File: config.mk
export PLATFORM = sky130hd
export DESIGN_NAME = dns_response_parser
export DESIGN_NICKNAME = d
export VERILOG_FILES = /design/src/rtl/dnsrp_pkg.sv /design/src/rtl/dns_response_parser.sv /design/src/rtl/dnsrp_res_fifo.sv /design/src/rtl/dnsrp_parse.sv
export VERILOG_INCLUDE_DIRS = /design/src /design/src/rtl
export SDC_FILE = /design/constraint.sdc
export NUM_CORES = 2
export LEC_CHECK = 0
export BUFFER_PORTS_ARGS = -buffer_cell sky130_fd_sc_hd__buf_2
export CORE_MARGIN = 5
export CORE_UTILIZATION = 55
export CTS_CLUSTER_DIAMETER = 80
export DETAILED_ROUTE_END_ITERATION = 7
export GPL_TIMING_DRIVEN = 0
export PLACE_DENSITY = 0.72
export SLEW_MARGIN = 30
export SYNTH_ARGS = -nofsm -noshare
export SYNTH_HDL_FRONTEND = slang
export SYNTH_SLANG_ARGS = --single-unit
File: constraint.sdc
create_clock -name clk -period 9.6 [get_ports clk]
set_input_delay 1.92 -clock clk [delete_from_list [all_inputs] [get_ports clk]]
set_output_delay 1.92 -clock clk [all_outputs]
set_load 0.1 [all_outputs]
File: src/rtl/assert_macros.svh
// Assertion macros shared by the RTL that checks itself.
// Expects a clock named clk and a synchronous active-high reset named rst in scope.
`ifndef ASSERT_MACROS_SVH
`define ASSERT_MACROS_SVH

// Check a property on every rising clock edge outside reset.
`define CHECK_ALWAYS(lbl, prop, msg) \
  lbl: assert property (@(posedge clk) disable iff (rst) (prop)) else $error(msg);

// Check that the consequent holds in the cycle after the antecedent.
`define CHECK_NEXT(lbl, ante, cons, msg) \
  lbl: assert property (@(posedge clk) disable iff (rst) (ante) |=> (cons)) else $error(msg);

`endif

File: src/rtl/dnsrp_pkg.sv
// Shared types and constants of the DNS response parser.
// No dependencies; imported by dnsrp_res_fifo, dnsrp_parse and dns_response_parser.
package dnsrp_pkg;

  localparam int MAX_KEPT_ANSWERS  = 4;
  localparam int MAX_MESSAGE_BYTES = 512;
  localparam int CNT_W             = $clog2(MAX_KEPT_ANSWERS + 1);

  // Output field widths
  localparam int IDX_W    = 2;
  localparam int STATUS_W = 2;
  localparam int COUNT_W  = 3;
  localparam int TDATA_W  = 144;

  // Message constants
  localparam logic [7:0]  PTR_MARK    = 8'hC0;
  localparam logic [7:0]  QFIXED_LEN  = 8'd4;
  localparam logic [7:0]  AHDR_LEN    = 8'd8;
  localparam logic [7:0]  AFIXED_LEN  = 8'd10;
  localparam logic [15:0] TYPE_A      = 16'd1;
  localparam logic [15:0] TYPE_AAAA   = 16'd28;
  localparam logic [15:0] CLASS_IN    = 16'd1;
  localparam logic [15:0] LEN_A       = 16'd4;
  localparam logic [15:0] LEN_AAAA    = 16'd16;
  localparam logic [15:0] POS_ID_END  = 16'd1;
  localparam logic [15:0] POS_AN_END  = 16'd7;
  localparam logic [15:0] POS_HDR_END = 16'd11;
  localparam logic [15:0] POS_MAX     = 16'hFFFF;

  // Status codes
  localparam logic [STATUS_W-1:0] ST_OK        = 2'd0;
  localparam logic [STATUS_W-1:0] ST_MISMATCH  = 2'd1;
  localparam logic [STATUS_W-1:0] ST_MALFORMED = 2'd2;

  // Result kinds
  localparam logic KIND_ANSWER  = 1'b0;
  localparam logic KIND_SUMMARY = 1'b1;

  // Configuration register indexes
  localparam logic CFG_EXPECTED_ID = 1'b0;
  localparam logic CFG_MAX_TTL     = 1'b1;

  // Result queue
  localparam int FIFO_DEPTH = 8;
  localparam int FIFO_PTR_W = $clog2(FIFO_DEPTH);
  localparam int FIFO_CNT_W = $clog2(FIFO_DEPTH + 1);
  localparam int FIFO_READY_LIMIT = FIFO_DEPTH - 4;

  typedef struct packed {
    logic                item_kind;
    logic [IDX_W-1:0]    answer_index;
    logic                answer_ok;
    logic                addr_is_v6;
    logic [63:0]         addr_high;
    logic [63:0]         addr_low;
    logic [STATUS_W-1:0] overall_status;
    logic [COUNT_W-1:0]  answer_count;
    logic                last_result;
  } result_t;

  // Results produced by one message byte: an answer, a summary, or both in that order
  typedef struct packed {
    logic    ans_valid;
    logic    sum_valid;
    result_t ans;
    result_t sum;
  } push_t;

endpackage

File: src/rtl/dns_response_parser.sv
// DNS response parser, top level.
// Depends on dnsrp_pkg, dnsrp_parse, dnsrp_res_fifo and assert_macros.svh.
//
// Usage:
//   The s_axis channel carries one message byte per word; s_axis_tlast marks the
//   final byte of a message. The m_axis channel carries results: one answer word
//   per kept answer record (m_axis_tuser low) and one summary word per message
//   (m_axis_tuser high, m_axis_tlast high). When a byte closes both an answer and
//   the message, the answer word comes out before the summary.
//   The cfg port writes expected_id (index 0) and max_ttl (index 1); write only
//   while no message is in flight.
// Timing:
//   A byte is taken into the input register, parsed in the next cycle, and its
//   results enter the result queue at the edge that ends that cycle; m_axis
//   shows the queue head. One byte is taken every cycle while the queue holds
//   no more than four results; the parse loop over the per-message state,
//   which advances once per byte, sets that rate.
// Reset and stall:
//   rst clears the parse state, the queue and the registers to their defaults
//   (expected_id 0, max_ttl 0x7FFFFFFF). When m_axis stalls, results wait in the
//   eight-entry queue and s_axis_tready drops once it holds more than four.
`include "assert_macros.svh"

module dns_response_parser (
  input  logic                          clk,
  input  logic                          rst,
  // input byte stream
  input  logic                          s_axis_tvalid,
  output logic                          s_axis_tready,
  input  logic [7:0]                    s_axis_tdata,   // [7:0] data_byte
  input  logic                          s_axis_tlast,   // last_byte
  // result stream
  output logic                          m_axis_tvalid,
  input  logic                          m_axis_tready,
  // [1:0] answer_index, [2] answer_ok, [3] addr_is_v6, [67:4] addr_high,
  // [131:68] addr_low, [133:132] overall_status, [136:134] answer_count, rest zero
  output logic [dnsrp_pkg::TDATA_W-1:0] m_axis_tdata,
  output logic                          m_axis_tuser,   // [0] item_kind
  output logic                          m_axis_tlast,   // last_result
  // configuration writes
  input  logic                          cfg_we,
  input  logic                          cfg_index,
  input  logic [31:0]                   cfg_data
);
  import dnsrp_pkg::*;

  logic [15:0]           expected_id;
  logic [31:0]           max_ttl;
  logic                  stage_valid;
  logic [7:0]            stage_byte;
  logic                  stage_last;
  push_t                 push;
  result_t               head;
  logic [FIFO_CNT_W-1:0] fifo_count;

  // Configuration registers
  always_ff @(posedge clk) begin
    if (rst) begin
      expected_id <= 16'd0;
      max_ttl     <= 32'h7FFF_FFFF;
    end else if (cfg_we) begin
      unique case (cfg_index)
        CFG_EXPECTED_ID: expected_id <= cfg_data[15:0];
        CFG_MAX_TTL:     max_ttl     <= cfg_data;
        default: begin
        end
      endcase
    end
  end

  // Take a byte only while the queue has room for the staged byte's results and this one's
  assign s_axis_tready = (fifo_count <= FIFO_CNT_W'(FIFO_READY_LIMIT));

  // Input register
  always_ff @(posedge clk) begin
    if (rst) begin
      stage_valid <= 1'b0;
    end else begin
      stage_valid <= s_axis_tvalid && s_axis_tready;
    end
  end

  always_ff @(posedge clk) begin
    if (s_axis_tvalid && s_axis_tready) begin
      stage_byte <= s_axis_tdata;
      stage_last <= s_axis_tlast;
    end
  end

  dnsrp_parse u_parse (
    .clk         (clk),
    .rst         (rst),
    .item_valid  (stage_valid),
    .item_byte   (stage_byte),
    .item_last   (stage_last),
    .expected_id (expected_id),
    .max_ttl     (max_ttl),
    .push        (push)
  );

  dnsrp_res_fifo u_fifo (
    .clk       (clk),
    .rst       (rst),
    .push      (push),
    .pop       (m_axis_tready),
    .head      (head),
    .not_empty (m_axis_tvalid),
    .count     (fifo_count)
  );

  // Pack the head result onto the output word
  assign m_axis_tdata = {7'd0, head.answer_count, head.overall_status, head.addr_low,
                         head.addr_high, head.addr_is_v6, head.answer_ok,
                         head.answer_index};
  assign m_axis_tuser = head.item_kind;
  assign m_axis_tlast = head.last_result;

  // A staged byte always finds room for both of its results
  `CHECK_ALWAYS(a_stage_room, !stage_valid || (fifo_count <= FIFO_CNT_W'(FIFO_DEPTH - 2)), "result queue too full for staged byte")
  // The final byte of a message leaves a summary to deliver
  `CHECK_NEXT(a_summary_queued, stage_valid && stage_last, m_axis_tvalid, "no result after final byte")
  // Every summary word closes its message
  `CHECK_ALWAYS(a_summary_last, !(m_axis_tvalid && m_axis_tuser) || m_axis_tlast, "summary without last flag")

endmodule

File: src/rtl/dnsrp_res_fifo.sv
// Result queue of the DNS response parser: takes up to two results a cycle, gives one.
// Depends on dnsrp_pkg.
module dnsrp_res_fifo (
  input  logic                         clk,
  input  logic                         rst,
  input  dnsrp_pkg::push_t             push,
  input  logic                         pop,
  output dnsrp_pkg::result_t           head,
  output logic                         not_empty,
  output logic [dnsrp_pkg::FIFO_CNT_W-1:0] count
);
  import dnsrp_pkg::*;

  result_t               mem [FIFO_DEPTH];
  logic [FIFO_PTR_W-1:0] wr_ptr;
  logic [FIFO_PTR_W-1:0] rd_ptr;
  logic [FIFO_PTR_W-1:0] wr_second;
  logic [FIFO_CNT_W-1:0] count_next;
  logic                  do_pop;

  assign not_empty = (count != '0);
  assign do_pop    = pop && not_empty;
  assign head      = mem[rd_ptr];
  // The summary lands behind the answer when both arrive together
  assign wr_second = wr_ptr + FIFO_PTR_W'(push.ans_valid);

  always_comb begin
    count_next = count + FIFO_CNT_W'(push.ans_valid) + FIFO_CNT_W'(push.sum_valid)
                 - FIFO_CNT_W'(do_pop);
  end

  always_ff @(posedge clk) begin
    if (push.ans_valid) begin
      mem[wr_ptr] <= push.ans;
    end
    if (push.sum_valid) begin
      mem[wr_second] <= push.sum;
    end
  end

  always_ff @(posedge clk) begin
    if (rst) begin
      wr_ptr <= '0;
      rd_ptr <= '0;
      count  <= '0;
    end else begin
      wr_ptr <= wr_ptr + FIFO_PTR_W'(push.ans_valid) + FIFO_PTR_W'(push.sum_valid);
      rd_ptr <= rd_ptr + FIFO_PTR_W'(do_pop);
      count  <= count_next;
    end
  end

endmodule

File: src/rtl/dnsrp_parse.sv
// Byte-serial parse of a DNS response: header check, name skipping, answer decode.
// Depends on dnsrp_pkg.
module dnsrp_parse (
  input  logic             clk,
  input  logic             rst,
  input  logic             item_valid,
  input  logic [7:0]       item_byte,
  input  logic             item_last,
  input  logic [15:0]      expected_id,
  input  logic [31:0]      max_ttl,
  output dnsrp_pkg::push_t push
);
  import dnsrp_pkg::*;

  localparam logic [3:0] PH_HEADER = 4'd0;
  localparam logic [3:0] PH_QNAME  = 4'd1;
  localparam logic [3:0] PH_QLABEL = 4'd2;
  localparam logic [3:0] PH_QPTR   = 4'd3;
  localparam logic [3:0] PH_QFIXED = 4'd4;
  localparam logic [3:0] PH_ANAME  = 4'd5;
  localparam logic [3:0] PH_ALABEL = 4'd6;
  localparam logic [3:0] PH_APTR   = 4'd7;
  localparam logic [3:0] PH_AFIXED = 4'd8;
  localparam logic [3:0] PH_RDATA  = 4'd9;
  localparam logic [3:0] PH_DONE   = 4'd10;

  logic [3:0]          phase, phase_next;
  logic [15:0]         pos, pos_next;
  logic [7:0]          label, label_next;
  logic [15:0]         fs, fs_next;
  logic [63:0]         hdr, hdr_next;
  logic [15:0]         rdata, rdata_next;
  logic [127:0]        addr, addr_next;
  logic [CNT_W-1:0]    wanted, wanted_next;
  logic [CNT_W-1:0]    number, number_next;
  logic [STATUS_W-1:0] err, err_next;
  logic                emit;
  logic                base_ok, is_a, is_aaaa;
  logic [STATUS_W-1:0] sum_status;

  always_comb begin
    phase_next  = phase;
    label_next  = label;
    fs_next     = fs;
    hdr_next    = hdr;
    rdata_next  = rdata;
    addr_next   = addr;
    wanted_next = wanted;
    number_next = number;
    err_next    = err;
    emit        = 1'b0;

    if (phase != PH_DONE && pos >= 16'(MAX_MESSAGE_BYTES)) begin
      err_next   = ST_MALFORMED;
      phase_next = PH_DONE;
    end else if (phase != PH_DONE) begin
      unique case (phase)
        PH_HEADER: begin
          fs_next = {fs[7:0], item_byte};
          if (pos == POS_ID_END) hdr_next[63:48] = fs_next;
          if (pos == POS_AN_END) hdr_next[15:0] = fs_next;
          if (pos == POS_HDR_END) begin
            if (hdr[63:48] != expected_id || hdr[15:0] == 16'd0) begin
              err_next   = ST_MISMATCH;
              phase_next = PH_DONE;
            end else begin
              wanted_next = (hdr[15:0] < 16'(MAX_KEPT_ANSWERS)) ? CNT_W'(hdr[15:0])
                                                                 : CNT_W'(MAX_KEPT_ANSWERS);
              phase_next  = PH_QNAME;
            end
          end
        end
        PH_QNAME: begin
          if (item_byte == 8'd0) begin
            phase_next = PH_QFIXED;
            label_next = '0;
          end else if ((item_byte & PTR_MARK) == PTR_MARK) begin
            phase_next = PH_QPTR;
          end else begin
            label_next = item_byte;
            phase_next = PH_QLABEL;
          end
        end
        PH_QLABEL: begin
          label_next = label - 8'd1;
          if (label == 8'd1) phase_next = PH_QNAME;
        end
        PH_QPTR: begin
          phase_next = PH_QFIXED;
          label_next = '0;
        end
        PH_QFIXED: begin
          label_next = label + 8'd1;
          if (label_next >= QFIXED_LEN) begin
            phase_next = PH_ANAME;
            label_next = '0;
          end
        end
        PH_ANAME: begin
          if (item_byte == 8'd0) begin
            phase_next = PH_AFIXED;
            label_next = '0;
            fs_next    = '0;
          end else if ((item_byte & PTR_MARK) == PTR_MARK) begin
            phase_next = PH_APTR;
          end else begin
            label_next = item_byte;
            phase_next = PH_ALABEL;
          end
        end
        PH_ALABEL: begin
          label_next = label - 8'd1;
          if (label == 8'd1) phase_next = PH_ANAME;
        end
        PH_APTR: begin
          phase_next = PH_AFIXED;
          label_next = '0;
          fs_next    = '0;
        end
        PH_AFIXED: begin
          if (label < AHDR_LEN) hdr_next = {hdr[55:0], item_byte};
          else                  fs_next  = {fs[7:0], item_byte};
          label_next = label + 8'd1;
          if (label_next >= AFIXED_LEN) begin
            rdata_next = fs_next;
            if (fs_next == 16'd0) emit = 1'b1;
            else                  phase_next = PH_RDATA;
          end
        end
        PH_RDATA: begin
          addr_next  = {addr[119:0], item_byte};
          rdata_next = rdata - 16'd1;
          if (rdata == 16'd1) emit = 1'b1;
        end
        default: begin
        end
      endcase

      // Close the answer: count it, then stop or start the next one
      if (emit) begin
        number_next = number + CNT_W'(1);
        if (number_next >= wanted) begin
          phase_next = PH_DONE;
        end else begin
          phase_next = PH_ANAME;
          label_next = '0;
        end
      end
    end

    pos_next = (pos == POS_MAX) ? pos : pos + 16'd1;
  end

  // Answer check uses the header of the record and its data length
  assign base_ok = (hdr[47:32] == CLASS_IN) && (hdr[31:0] <= max_ttl);
  assign is_a    = base_ok && (hdr[63:48] == TYPE_A) && (fs_next == LEN_A);
  assign is_aaaa = base_ok && (hdr[63:48] == TYPE_AAAA) && (fs_next == LEN_AAAA);

  assign sum_status = (err_next != ST_OK)     ? err_next :
                      (phase_next != PH_DONE) ? ST_MALFORMED : ST_OK;

  always_comb begin
    push.ans_valid          = item_valid && emit;
    push.sum_valid          = item_valid && item_last;

    push.ans                = '0;
    push.ans.item_kind      = KIND_ANSWER;
    push.ans.answer_index   = number[IDX_W-1:0];
    push.ans.answer_ok      = is_a || is_aaaa;
    push.ans.addr_is_v6     = is_aaaa;
    push.ans.addr_high      = is_aaaa ? addr_next[127:64] : 64'd0;
    push.ans.addr_low       = is_aaaa ? addr_next[63:0]
                            : is_a    ? {32'd0, addr_next[31:0]} : 64'd0;

    push.sum                = '0;
    push.sum.item_kind      = KIND_SUMMARY;
    push.sum.overall_status = sum_status;
    push.sum.answer_count   = COUNT_W'(wanted_next);
    push.sum.last_result    = 1'b1;
  end

  // Field shifters and the address accumulator are always filled before use
  always_ff @(posedge clk) begin
    if (item_valid) begin
      fs   <= fs_next;
      hdr  <= hdr_next;
      addr <= addr_next;
    end
  end

  always_ff @(posedge clk) begin
    if (rst || (item_valid && item_last)) begin
      phase  <= PH_HEADER;
      pos    <= '0;
      label  <= '0;
      rdata  <= '0;
      wanted <= '0;
      number <= '0;
      err    <= ST_OK;
    end else if (item_valid) begin
      phase  <= phase_next;
      pos    <= pos_next;
      label  <= label_next;
      rdata  <= rdata_next;
      wanted <= wanted_next;
      number <= number_next;
      err    <= err_next;
    end
  end

endmodule
==> run_results.csv <==
group,metric,value,unit
global_routing,antenna_found_initial,3,
placed_design,dp_hpwl,113000,um
critical_path,ff2ff_path_depth,19,
hold_path,hold_depth,2,
logic_synthesis,synthFlopType,"dfxtp_1",
critical_path,crit_path_end_kind,"register",
timing,worstMarginPinSlew,1070,ps
critical_path,path_max_fanout,10,
critical_path,r2r_slack,2820,ps
flow_run,cap_violations,0,
drt,wl_per_cell,25.7,um
timing,setup_viol,0,
logic_synthesis,async_reset_ff_frac,0,
floorplan,core,105000,sq um
cts,cts.path.max_buffers,3,
cts,cts_setup_buffers,0,
critical_path,crit_path_frequent_cell,"clkbuf_1",
logic_synthesis,synth_compound_area_frac,0.192,
timing,finalCritPeriodShare,0.707,
placed_design,gp_congestion,0.911,
timing,min_period,6780,ps
floorplan,die_y,335,um
logic_synthesis,synth_enable_flop_cells,257,
final_layout,final_common_cell,"dfxtp_1",
global_routing,grt_pass1_vias,42000,
hold_path,min_to,"u_fifo.mem[5][0]",
logic_synthesis,yosys_register_bits,1432,
pwr,ir_drop,0.343,mV
final_layout,final_cell_mix,"dfxtp_1 (1174), o2bb2ai_1 (1024), clkbuf_1 (354)",
logic_synthesis,synth-adder-area-share,0.0125,
logic_synthesis,synth.largest_area_cell,"dfxtp_1",
final_layout,final_nets,5106,
cts,cts_made_buffers,147,
drt,firstDrtPassIters,6,
logic_synthesis,synth_simple_gate_area_frac,0.0505,
floorplan,io_pins,195,
floorplan,die_area,112000,sq um
critical_path,slowest_delay,790,ps
timing,clock_skew,30.8,ps
global_routing,track_usage,0.292,
cts,postCtsHoldBufs,0,
critical_path,worstReg2RegEnd,"u_fifo.mem[0][96]",
timing,max_slew_margin,0.280,
drt,ant_nets,0,
drt,drc,0,
cts,cts_htree_levels,4,
logic_synthesis,synth.area.top_cells,"dfxtp_1 (41%), o2bb2ai_1 (15%), edfxtp_1 (13%), mux4_2 (11%), mux2_2 (2.7%)",
logic_synthesis,synthMuxAreaShare,0.161,
logic_synthesis,synth_top_family_by_area,"compound AO/OA/AOI/OAI gates",
logic_synthesis,synth_warnings,0,
placed_design,dp.cells,6243,
cts,cts-root-buf,"clkbuf_16",
logic_synthesis,ys_seq_area_frac,0.538,
critical_path,required,10210,ps
critical_path,slowest_stage,"clkbuf_1",
hold_path,hp-start,"u_fifo.mem[5][0]",
cts,cts_tree,"built",
global_routing,overflow,0,
global_routing,grt_pass1_wl,255000,um
global_routing,grt_max_degree,53,
drt,vias,42200,
logic_synthesis,synth_area,58000,sq um
timing,final_max_slew_viol_count,0,
timing,finalHoldViolCount,0,
drt,totalWireLength,168000,um
logic_synthesis,synth_xor_area_frac,0.00558,
floorplan,rows,119,
pwr,p_leak,0.0244,uW
final_layout,area_delta_synth_final,13.9,%
outcome,outcome,"finished, final reports clean",
drt,avgViaCountPerCell,6.47,
floorplan,start_util,0.552,
hold_path,hold_class,"reg2reg",
logic_synthesis,avgSynthCellArea,12.5,sq um
critical_path,r2r_start,"u_parse.label[6]",
critical_path,crit_start,"u_parse.label[6]",
drt,drtIter0Drc,4175,
placed_design,place_area,61100,sq um
final_layout,layout.cells.non_filler,6516,
final_layout,drive_gt1_frac,0.182,
floorplan,die_w,335,um
timing,fmax,147,MHz
critical_path,startpoint_type,"register",
critical_path,crit_buf_inv,6,
final_layout,final_cell_area,66100,sq um
timing,grt_setup_unrepaired,"no",
placed_design,io_buffers,186,
cts,clk_pin_slew,60,ps
cts,cts.sinks,1432,
logic_synthesis,syn_inst,4645,
cts,worst_skew_pair.late_latency,770,ps
logic_synthesis,synth.top_cell.area_share,0.405,
critical_path,crit_type,"reg2reg",
critical_path,cp_top_family,"simple AND/OR/NAND/NOR gates",
pwr,power.density,208,nW/um^2
critical_path,critical_path_arrival,7390,ps
cts,cts_resized,0,
logic_synthesis,yosysUniqueCellTypes,73,
critical_path,critical_path.cell_chain,"clkbuf_1 -> or4_1 -> clkbuf_1 -> buf_2 -> nor2_1 -> mux2i_1 -> o2111ai_1 -> nand2b_1 -> and2_1 -> ha_1 -> ha_1 -> or2_2 -> nor3_1 -> nor3_1 -> nand4_1 -> buf_4 -> clkbuf_1 -> clkbuf_1 -> o2bb2ai_1",
-- synthesized netlist by cell type (21+ instances only) --
cell type	n
xor2_1	21
nor3_1	34
mux2i_1	157
and3_1	41
nand4_1	32
dfxtp_1	1175
clkbuf_1	334
a22o_1	24
a21oi_1	87
nand2_1	161
mux4_2	276
edfxtp_1	257
nor2_1	139
nand3_1	51
a211o_1	33
mux2_2	140
and2_1	22
o2bb2ai_1	1024
ha_1	55
o21ai_0	71
buf_1	51
inv_1	206
nor4_1	39
-- worst register-to-register path: stages, from the launching register on --
cell,delay [ps]
dfxtp_1,300
clkbuf_1,200
or4_1,520
clkbuf_1,200
buf_2,230
nor2_1,330
mux2i_1,360
o2111ai_1,230
nand2b_1,220
and2_1,270
ha_1,200
ha_1,270
or2_2,360
nor3_1,540
nor3_1,130
nand4_1,460
buf_4,310
clkbuf_1,800
clkbuf_1,540
o2bb2ai_1,160
-- worst max path at each step --
stage                                    to  slack (ps)  depth (start not counted)
after floorplan             u_parse.hdr[16]        2570                          2
after global placement    u_fifo.mem[3][95]       -1780                          9
after CTS                      m_axis_tuser        2830                          7
after detailed placement  u_fifo.mem[0][96]        2920                         19
final                     u_fifo.mem[0][96]        2820                         19
after global routing      u_fifo.mem[0][95]        2650                         19
-- where the power goes --
group | switching (uW) | internal (uW)
Sequential | 65.7 | 6210
Clock | 2440 | 3430
Combinational | 1060 | 576
Total | 3560 | 10200
-- metrics by stage --
step	TNS [ps]	total power (uW)	setup WS (ps)	utilization	hold WS, ps
floorplan	0	7590	2570	-	418
global placement	-1171650	8020	-1780	0.578	426
detailed placement	0	8040	2920	0.581	434
CTS	0	13800	2830	0.628	443
global route	0	14200	2650	0.629	460
finish	0	13800	2820	0.629	443
-- state kept, by name, indices dropped and copies added (netlist names), 2 cells and up --
name            flops
u_parse.err         2
u_parse.hdr        64
u_fifo.mem       1104
expected_id        16
u_fifo.wr_ptr       3
u_parse.number      3
u_parse.wanted      3
u_fifo.count        4
u_parse.phase       4
u_parse.fs         16
u_parse.addr      128
max_ttl            32
stage_byte          8
u_parse.label       8
u_parse.pos        16
u_fifo.rd_ptr       3
u_parse.rdata      16
-- metal layers --
metal,track usage,part of all wire,up-vias
li1,-,-,18800
met1,0.404,0.42,21100
met2,0.456,0.46,1948
met3,0.0603,0.084,392
met4,0.111,0.039,0
met5,0,0,-
-- area by class of cell --
type                            count  area, sq um
Multi-Input combinational cell   2611        24600
Antenna cell                        2         5.00
Tap cell                         1391         1740
Fill cell                        8073        39000
Clock inverter                     53          604
Timing Repair Buffer              202         1190
Clock buffer                      217         4370
Buffer                            401         1580
Inverter                          207          777
Sequential cell                  1432        31200
-- kinds of logic after synthesis --
| logic type | after synthesis |
|---|---|
| XOR/XNOR | 37 |
| AO/OA/AOI/OAI | 1346 |
| multiplexers | 573 |
| buffers and inverters | 608 |
| other | 1 |
| flip-flops | 1432 |
| adder cells (fa/ha/maj) | 57 |
| AND/OR/NAND/NOR | 591 |
(Power assumes the default switching activity.)
